===== src/sv/scrl_pkg.sv =====
// Shared constants for the sticky-code linear repair block.
// Holds field widths, the run-buffer sizing and the stuck-code patterns.
// Depends on nothing.
package scrl_pkg;

    // Run buffer depth and usable sample bits
    localparam int MAX_RUN     = 32;
    localparam int SAMPLE_BITS = 12;

    // Fixed field widths
    localparam int SAMPLE_W = 12;
    localparam int CHAN_W   = 14;
    localparam int FRAC_W   = 6;
    localparam int VALUE_W  = SAMPLE_W + FRAC_W;

    localparam int S_USE_W = (SAMPLE_BITS < SAMPLE_W) ? SAMPLE_BITS : SAMPLE_W;
    localparam logic [SAMPLE_W-1:0] S_MASK = SAMPLE_W'((1 << S_USE_W) - 1);

    // Run bookkeeping widths
    localparam int RUN_W = $clog2(MAX_RUN + 1);   // run length, 0..MAX_RUN
    localparam int ADDR_W = $clog2(MAX_RUN);      // buffer address
    localparam int N_W   = $clog2(MAX_RUN + 2);   // run length + 1

    // Interpolation datapath widths
    localparam int A_W   = SAMPLE_W + N_W;        // left*(n-j) + right*j
    localparam int D_W   = A_W + FRAC_W + 1;      // 2*64*A + n
    localparam int DV_W  = $clog2(2 * MAX_RUN + 3); // divisor 2*n
    localparam int Q_W   = VALUE_W;               // quotient bits
    localparam int BIT_W = $clog2(Q_W);

    localparam logic [VALUE_W-1:0] VALUE_MAX = VALUE_W'(((1 << SAMPLE_W) - 1) << FRAC_W);

    // Low-bit patterns of a suspected stuck ADC code
    localparam logic [FRAC_W-1:0] CODE_ZERO = FRAC_W'(0);
    localparam logic [FRAC_W-1:0] CODE_ONE  = FRAC_W'(1);
    localparam logic [FRAC_W-1:0] CODE_TOP  = FRAC_W'(63);

endpackage


===== src/sv/sticky_code_linear_repair_core.sv =====
// Top level of the sticky-code linear repair block.
// Depends on scrl_pkg and on the scrl_ram buffer memory.
//
// Repairs suspected stuck ADC codes (low six bits 0, 1 or 63) in one waveform at a time.
// A run of stuck ticks between two good ticks is held in a MAX_RUN-deep buffer and replaced
// by a straight line between the neighbors, in unsigned fixed point with 6 fraction bits,
// rounded to nearest with halves up; all other ticks pass through scaled by 64. Each request
// on the input stream makes zero or more result requests; tlast marks the last one of an input
// and tuser[1] the last one of a waveform. A stuck tick that is held gives no result; a tick
// that passes straight through is written to the output register from ST_SELF; a flush of k
// held codes followed by the tick takes one buffer read and one output write per code; every
// interpolated point of a run closed by a good tick goes through one shared restoring divider
// that retires one quotient bit per cycle (a load, one step per quotient bit, a write). The input
// is not ready while an item is at work. One output register parts the sides, so a new input
// is taken while the previous result still waits. The buffer needs no clearing after reset.
module sticky_code_linear_repair_core
    import scrl_pkg::*;
(
    input  logic        i_clk,
    input  logic        i_rst_n,
    // input stream
    input  logic        i_s_axis_tvalid,
    output logic        o_s_axis_tready,
    input  logic [31:0] i_s_axis_tdata,   // [11:0] sample, [25:12] channel, [31:26] zero
    input  logic        i_s_axis_tlast,   // waveform_end
    // result stream
    output logic        o_m_axis_tvalid,
    input  logic        i_m_axis_tready,
    output logic [31:0] o_m_axis_tdata,   // [17:0] value, [31:18] channel_out
    output logic [1:0]  o_m_axis_tuser,   // [0] repaired, [1] waveform_done
    output logic        o_m_axis_tlast    // run_last
);

    typedef enum logic [2:0] {
        ST_IDLE,
        ST_FL_RD,
        ST_FL_WR,
        ST_DV_LD,
        ST_DV_RUN,
        ST_DV_WR,
        ST_SELF
    } t_state;

    t_state r_state;

    // waveform state
    logic [RUN_W-1:0]    r_len;
    logic [SAMPLE_W-1:0] r_left;
    logic                r_have_left;
    logic                r_ovf;

    // current request
    logic [SAMPLE_W-1:0] r_s;
    logic [CHAN_W-1:0]   r_chan;
    logic                r_stuck;
    logic                r_last;
    logic                r_set_ovf;
    logic [RUN_W-1:0]    r_idx;

    // interpolation and divider
    logic [A_W-1:0]   r_acc;
    logic [DV_W-1:0]  r_dv;
    logic [DV_W-1:0]  r_rem;
    logic [Q_W-1:0]   r_qs;
    logic [BIT_W-1:0] r_bit;

    // output register
    logic               r_m_valid;
    logic [VALUE_W-1:0] r_m_value;
    logic [CHAN_W-1:0]  r_m_chan;
    logic               r_m_rep;
    logic               r_m_last;
    logic               r_m_done;

    logic [SAMPLE_W-1:0]       w_s;
    logic                      w_stuck;
    logic                      w_acc_in;
    logic                      w_free;
    logic                      w_out_wr;
    logic                      w_hold;
    logic [N_W-1:0]            w_n;
    logic [SAMPLE_W+RUN_W-1:0] w_prod;
    logic [A_W-1:0]            w_acc0;
    logic [A_W-1:0]            w_step;
    logic [D_W-1:0]            w_dvd;
    logic [DV_W:0]             w_trial;
    logic [DV_W:0]             w_diff;
    logic                      w_ge;
    logic [SAMPLE_W-1:0]       w_rdata;
    logic                      w_idx_end;

    assign o_s_axis_tready = (r_state == ST_IDLE);
    assign w_acc_in        = i_s_axis_tvalid & o_s_axis_tready;
    assign w_free          = !r_m_valid || i_m_axis_tready;
    // a new result is loaded into the output register this cycle
    assign w_out_wr        = w_free && ((r_state == ST_FL_WR) || (r_state == ST_DV_WR) ||
                                        (r_state == ST_SELF));

    // Classify the incoming code
    always_comb begin
        w_s     = i_s_axis_tdata[SAMPLE_W-1:0] & S_MASK;
        w_stuck = (w_s[FRAC_W-1:0] == CODE_ZERO) || (w_s[FRAC_W-1:0] == CODE_ONE) ||
                  (w_s[FRAC_W-1:0] == CODE_TOP);
    end

    // Hold a stuck code in the buffer when a left neighbor exists, room remains, no overflow is set and tlast is low
    assign w_hold = w_acc_in && w_stuck && r_have_left && !r_ovf && !i_s_axis_tlast &&
                    (r_len < RUN_W'(MAX_RUN));

    // Interpolation numerator: start at left*L + right, step by right - left
    assign w_n    = N_W'(r_len) + N_W'(1);
    assign w_prod = r_left * r_len;
    assign w_acc0 = A_W'(w_prod) + A_W'(w_s);
    assign w_step = r_acc + A_W'(r_s) - A_W'(r_left);
    // Dividend 2*64*A + n, rounded to nearest by the divisor 2*n
    assign w_dvd  = {r_acc, {(FRAC_W + 1){1'b0}}} + D_W'(w_n);

    // One restoring step of the shared divider
    assign w_trial = {r_rem, r_qs[Q_W-1]};
    assign w_ge    = (w_trial >= {1'b0, r_dv});
    assign w_diff  = w_trial - {1'b0, r_dv};

    assign w_idx_end = ((r_idx + RUN_W'(1)) == r_len);

    scrl_ram #(
        .WIDTH (SAMPLE_W),
        .DEPTH (MAX_RUN)
    ) u_run_buf (
        .i_clk   (i_clk),
        .i_we    (w_hold),
        .i_waddr (r_len[ADDR_W-1:0]),
        .i_wdata (w_s),
        .i_re    (r_state == ST_FL_RD),
        .i_raddr (r_idx[ADDR_W-1:0]),
        .o_rdata (w_rdata)
    );

    always_ff @(posedge i_clk) begin
        if (!i_rst_n) begin
            r_state     <= ST_IDLE;
            r_len       <= '0;
            r_left      <= '0;
            r_have_left <= 1'b0;
            r_ovf       <= 1'b0;
            r_set_ovf   <= 1'b0;
            r_chan      <= '0;
            r_idx       <= '0;
            r_bit       <= '0;
            r_m_valid   <= 1'b0;
        end else begin
            // drop the result once it is taken, unless a new one is loaded this cycle
            if (i_m_axis_tready && !w_out_wr) begin
                r_m_valid <= 1'b0;
            end

            unique case (r_state)
                ST_IDLE: begin
                    if (w_acc_in) begin
                        r_s       <= w_s;
                        r_chan    <= i_s_axis_tdata[SAMPLE_W+CHAN_W-1:SAMPLE_W];
                        r_stuck   <= w_stuck;
                        r_last    <= i_s_axis_tlast;
                        r_idx     <= '0;
                        r_set_ovf <= 1'b0;
                        if (w_stuck) begin
                            if (!r_have_left || r_ovf) begin
                                // waveform start or overflowed run: pass through
                                r_state <= ST_SELF;
                            end else if (r_len >= RUN_W'(MAX_RUN)) begin
                                // buffer full: flush unchanged, then overflow
                                r_set_ovf <= 1'b1;
                                r_state   <= ST_FL_RD;
                            end else if (i_s_axis_tlast) begin
                                // run at waveform end: flush unchanged
                                r_state <= (r_len == '0) ? ST_SELF : ST_FL_RD;
                            end else begin
                                r_len <= r_len + RUN_W'(1);
                            end
                        end else begin
                            r_acc   <= w_acc0;
                            r_dv    <= DV_W'({w_n, 1'b0});
                            r_state <= (r_len != '0 && r_have_left) ? ST_DV_LD : ST_SELF;
                        end
                    end
                end

                ST_FL_RD: begin
                    r_state <= ST_FL_WR;
                end

                ST_FL_WR: begin
                    if (w_free) begin
                        r_m_valid <= 1'b1;
                        r_m_value <= {w_rdata, {FRAC_W{1'b0}}};
                        r_m_chan  <= r_chan;
                        r_m_rep   <= 1'b0;
                        r_m_last  <= 1'b0;
                        r_m_done  <= 1'b0;
                        r_idx     <= r_idx + RUN_W'(1);
                        r_state   <= w_idx_end ? ST_SELF : ST_FL_RD;
                    end
                end

                ST_DV_LD: begin
                    r_rem   <= DV_W'(w_dvd >> Q_W);
                    r_qs    <= w_dvd[Q_W-1:0];
                    r_bit   <= '0;
                    r_state <= ST_DV_RUN;
                end

                ST_DV_RUN: begin
                    r_rem <= w_ge ? w_diff[DV_W-1:0] : w_trial[DV_W-1:0];
                    r_qs  <= {r_qs[Q_W-2:0], w_ge};
                    r_bit <= r_bit + BIT_W'(1);
                    if (r_bit == BIT_W'(Q_W - 1)) begin
                        r_state <= ST_DV_WR;
                    end
                end

                ST_DV_WR: begin
                    if (w_free) begin
                        r_m_valid <= 1'b1;
                        r_m_value <= r_qs;
                        r_m_chan  <= r_chan;
                        r_m_rep   <= 1'b1;
                        r_m_last  <= 1'b0;
                        r_m_done  <= 1'b0;
                        r_acc     <= w_step;
                        r_idx     <= r_idx + RUN_W'(1);
                        r_state   <= w_idx_end ? ST_SELF : ST_DV_LD;
                    end
                end

                ST_SELF: begin
                    if (w_free) begin
                        r_m_valid <= 1'b1;
                        r_m_value <= {r_s, {FRAC_W{1'b0}}};
                        r_m_chan  <= r_chan;
                        r_m_rep   <= 1'b0;
                        r_m_last  <= 1'b1;
                        r_m_done  <= r_last;
                        // close the request and advance the waveform state
                        r_len <= '0;
                        if (!r_stuck) begin
                            r_left <= r_s;
                        end
                        if (r_last) begin
                            r_have_left <= 1'b0;
                            r_ovf       <= 1'b0;
                        end else if (!r_stuck) begin
                            r_have_left <= 1'b1;
                            r_ovf       <= 1'b0;
                        end else if (r_set_ovf) begin
                            r_ovf <= 1'b1;
                        end
                        r_state <= ST_IDLE;
                    end
                end

                default: begin
                    r_state <= ST_IDLE;
                end
            endcase
        end
    end

    assign o_m_axis_tvalid = r_m_valid;
    assign o_m_axis_tdata  = {r_m_chan, r_m_value};
    assign o_m_axis_tuser  = {r_m_done, r_m_rep};
    assign o_m_axis_tlast  = r_m_last;

    // The run never outgrows the buffer
    a_len_bound: assert property (@(posedge i_clk) disable iff (!i_rst_n)
        r_len <= RUN_W'(MAX_RUN))
        else $error("run length beyond buffer depth");

    // Held codes imply a left neighbor for the line
    a_len_left: assert property (@(posedge i_clk) disable iff (!i_rst_n)
        (r_len != '0) |-> r_have_left)
        else $error("codes held without a left neighbor");

    // Interpolated points stay within the scaled sample range
    a_quot_range: assert property (@(posedge i_clk) disable iff (!i_rst_n)
        (r_state == ST_DV_WR) |-> (r_qs <= VALUE_MAX))
        else $error("interpolated value out of range");

    // The end of a waveform is always the last result of its request
    a_done_last: assert property (@(posedge i_clk) disable iff (!i_rst_n)
        (o_m_axis_tvalid && o_m_axis_tuser[1]) |-> o_m_axis_tlast)
        else $error("waveform end flagged on a non-final result");

endmodule


===== src/sv/scrl_ram.sv =====
// Generic single-write, single-read RAM with registered read data.
// Used for the held stuck-code buffer. Depends on nothing.
module scrl_ram #(
    parameter int WIDTH = 12,
    parameter int DEPTH = 32
) (
    input  logic                     i_clk,
    input  logic                     i_we,
    input  logic [$clog2(DEPTH)-1:0] i_waddr,
    input  logic [WIDTH-1:0]         i_wdata,
    input  logic                     i_re,
    input  logic [$clog2(DEPTH)-1:0] i_raddr,
    output logic [WIDTH-1:0]         o_rdata
);

    logic [WIDTH-1:0] r_mem [DEPTH];
    logic [WIDTH-1:0] r_rdata;

    always_ff @(posedge i_clk) begin
        if (i_we) begin
            r_mem[i_waddr] <= i_wdata;
        end
        if (i_re) begin
            r_rdata <= r_mem[i_raddr];
        end
    end

    assign o_rdata = r_rdata;

endmodule

===== config.mk =====
export PLATFORM = sky130hd
export DESIGN_NAME = sticky_code_linear_repair_core
export DESIGN_NICKNAME = d
export VERILOG_FILES = /design/src/sv/scrl_pkg.sv /design/src/sv/sticky_code_linear_repair_core.sv /design/src/sv/scrl_ram.sv
export SDC_FILE = /design/constraint.sdc
export NUM_CORES = 1
export LEC_CHECK = 0
export BUFFER_PORTS_ARGS = -buffer_cell sky130_fd_sc_hd__buf_2
export CORE_MARGIN = 8
export CORE_UTILIZATION = 67
export CTS_CLUSTER_DIAMETER = 120
export CTS_CLUSTER_SIZE = 25
export DETAILED_ROUTE_END_ITERATION = 12
export PLACE_DENSITY = 0.93
export SYNTH_ARGS = -nofsm -noshare
export SYNTH_HDL_FRONTEND = slang
export SYNTH_SLANG_ARGS = --single-unit

===== constraint.sdc =====
create_clock -name i_clk -period 14.4 [get_ports i_clk]
set_clock_uncertainty 0.2 [all_clocks]
set_input_delay 0.72 -clock i_clk [delete_from_list [all_inputs] [get_ports i_clk]]
set_output_delay 0.72 -clock i_clk [all_outputs]
set_load 0.01 [all_outputs]

==> results_dict.tcl <==
set metrics [dict create \
    outcome "finished clean" \
    setup_slack_ns 8.64 \
    die_area_sq_um 44500 \
    clkTransAtPathRegs_ns 0.11 \
    netlist_area_sq_um 25400 \
    cts_buffers 25 \
    reg2regPathDepth 16 \
    clk_path_buf_depth 3 \
    preCtsSetupSlack_ns 8.88 \
    start_util 0.677 \
    path_max_fanout 24 \
    swShare 0.292 \
    worst-slew-pin-transition_ns 1.34 \
    areaGrowthSynthToFinish_pct 5.63 \
    ys_seq_elements 544 \
    ant_nets 0 \
    ioPinCount 74 \
    grt_pass1_wl_um 90500 \
    synth_cell_type_count 64 \
    nets 1899 \
    drv_cap 0 \
    fmax_mhz 174 \
    power_density_nw_per_um2 133 \
    drive_gt1_frac 0.143 \
    row_count 71 \
    synth_most_common_cell "edfxtp_1" \
    seq_area_sq_um 15800 \
    cp.required_ns 14.55 \
    synth_common_cells "edfxtp_1, nand2_1, inv_1" \
    period_needed_ns 5.76 \
    synth_nets 1874 \
    htreeDepth 1 \
    synth_edf_count 494 \
    firstDrtPassIters 5 \
    vias 15100 \
    multi_input_area_sq_um 8710 \
    ys_top_cells_by_area "edfxtp_1, mux4_2, fa_1, dfxtp_1, ha_1" \
    power_frac_seq 0.530 \
    worstSetupEndpointType "flop" \
    io_buffers 67 \
    grt_use_total 0.269 \
    die_y_um 211 \
    crit_path_end "r_acc[15]" \
    antenna_found_initial 4 \
    hpwl_um 38300 \
    post-cts-setup-buffer-count 0 \
    switching_power_w 0.00104 \
    synth_top_area_frac 0.583 \
    gp_congestion 0.902 \
    whs_path_depth 1 \
    core_sq_um 37600 \
    r2r_slack_ns 8.64 \
    ir_drop_mv 0.147 \
    worstPathArrival_ns 5.91 \
    crit_start "r_len[4]" \
    path_class "reg2reg" \
    post-route-drc-count 0 \
    period_share 0.400 \
    wl_per_cell_um 26.3 \
    hold_class "in2reg" \
    drtIter0Drc 1770 \
    grt_max_degree 82 \
    viasPerCell 6.65 \
    grt_overflow 0 \
    yosysTopAreaCell "edfxtp_1" \
    n_fill_cell 2206 \
    power.leakage_nw 9.43 \
    async_reset_ff_frac 0 \
    internal_power_w 0.00252 \
    cts.sinks 544 \
    timing.final.hold_violations 0 \
    clk_latency_ns 0.58 \
    tns_ns 0 \
    total_power_w 0.00356 \
    synth_warnings 0 \
    ys.flop_type "edfxtp_1" \
    die_w_um 211 \
    p_clk_frac 0.224 \
    cts_tree "done" \
    comb_power_share 0.246 \
    syn_inst 1707 \
    rr_startpoint "r_len[4]" \
    seq_area_frac_synth 0.622 \
    slew_headroom 0.105 \
    root_buffer "clkbuf_16" \
    cts_hold_buf 0 \
    synth.avg_cell_area_sq_um 14.9 \
    routed_wl_um 59600 \
    rr_endpoint "r_acc[15]" \
    cts_resized 0 \
    finalSetupViolations 0 \
    setup.worst_path.start_class "flop" \
    rsz0062_at_grt "false" \
    maxSlewViolCount 0 \
    first_global_vias 15100 \
]
cell families after synthesis:
family	count (synthesis)	synth area share
AOI/OAI and AO/OA	213	0.0533
xor gates and xnor gates	44	0.0151
adders and majority gates	130	0.0825
buffers and inverters	227	0.0356
DFF	544	0.622
muxes	139	0.114
and+or+nand+nor	410	0.0768
power groups by stage:
stage          registers (W)  logic (W)  clock network, W
2_1_floorplan        0.00190   0.000634                 0
3_3_place_gp         0.00192   0.000815                 0
3_5_place_dp         0.00192   0.000858                 0
4_1_cts              0.00189   0.000871          0.000798
5_1_grt              0.00190   0.000953          0.000848
6_report             0.00189   0.000877          0.000799
through the flow:
stage                     hold slack, ns  area [sq um]  std cells  utilization
after floorplan                    0.208         25400       1707            -
after global placement             0.212         26200       2216        0.696
after detailed placement           0.219         26200       2216        0.696
after CTS                          0.157         26900       2261        0.715
after global routing               0.160         26900       2262        0.715
final                              0.177         26900       2263        0.715
worst max-delay path: stages (launching register included):
cell and delay (ns):
dfxtp_1 1.06, nand2_1 0.23, fa_1 0.54, fa_1 0.51, inv_1 0.05, fa_1 0.47, inv_1 0.06, fa_1 0.49
inv_1 0.05, ha_1 0.35, o21ai_0 0.10, o21ai_0 0.35, a21oi_1 0.21, a21oi_1 0.43, a2111oi_0 0.19, a21oi_1 0.17
nand2_1 0.06
worst min-delay path by stage:
| stage | start | end | slack (ns) |
|---|---|---|---|
| after floorplan | r_chan[0] | r_m_chan[0] | 0.21 |
| after global placement | r_chan[11] | r_m_chan[11] | 0.21 |
| after detailed placement | r_chan[5] | r_m_chan[5] | 0.22 |
| after CTS | i_s_axis_tlast | r_last | 0.16 |
| after global routing | i_s_axis_tlast | r_last | 0.16 |
| final | i_s_axis_tlast | r_last | 0.18 |
state kept, by name (all words and copies together) (netlist names), 5 cells and up:
| signal | count |
|---|---|
| r_s | 12 |
| r_qs | 18 |
| u_run_buf.r_mem | 384 |
| r_bit | 5 |
| r_dv | 6 |
| r_m_value | 18 |
| r_left | 12 |
| r_rem | 7 |
| r_m_chan | 14 |
| r_chan | 14 |
| r_idx | 6 |
| u_run_buf.o_rdata | 12 |
| r_acc | 18 |
| r_len | 6 |
layout make-up:
cell class              count  area share
diodes                      2    0.000186
inverters                 147      0.0205
repair buffers             78      0.0155
flip-flops and latches    544       0.589
multi-input cells         936       0.324
clock buffers              43      0.0258
clock inverters             2    0.000652
well taps                 511      0.0238
cell usage in the layout (no fill, tap or decap), types with 8 or more instances in the layout:
cell	count
dfxtp_1	47
mux4_2	120
nand2_1	165
o21ai_0	55
o21a_1	8
nor2_1	71
buf_2	67
nor3_1	13
mux2_2	15
a22oi_1	13
clkbuf_16	25
xor2_1	24
clkbuf_1	18
edfxtp_1	494
ha_1	67
a21boi_0	28
fa_1	63
a21oi_1	52
and2_1	73
a21o_1	8
buf_4	11
xnor2_1	20
nand3_1	27
nor2b_1	13
inv_1	146
and3_1	11
routing by layer:
metal  wire length (um)  global-route usage
met1              21100               0.340
met2              29700               0.451
met3               5590              0.0479
met4               3130               0.124
met5                 22                   0
Note: power is estimated with default switching activity, not from simulation.
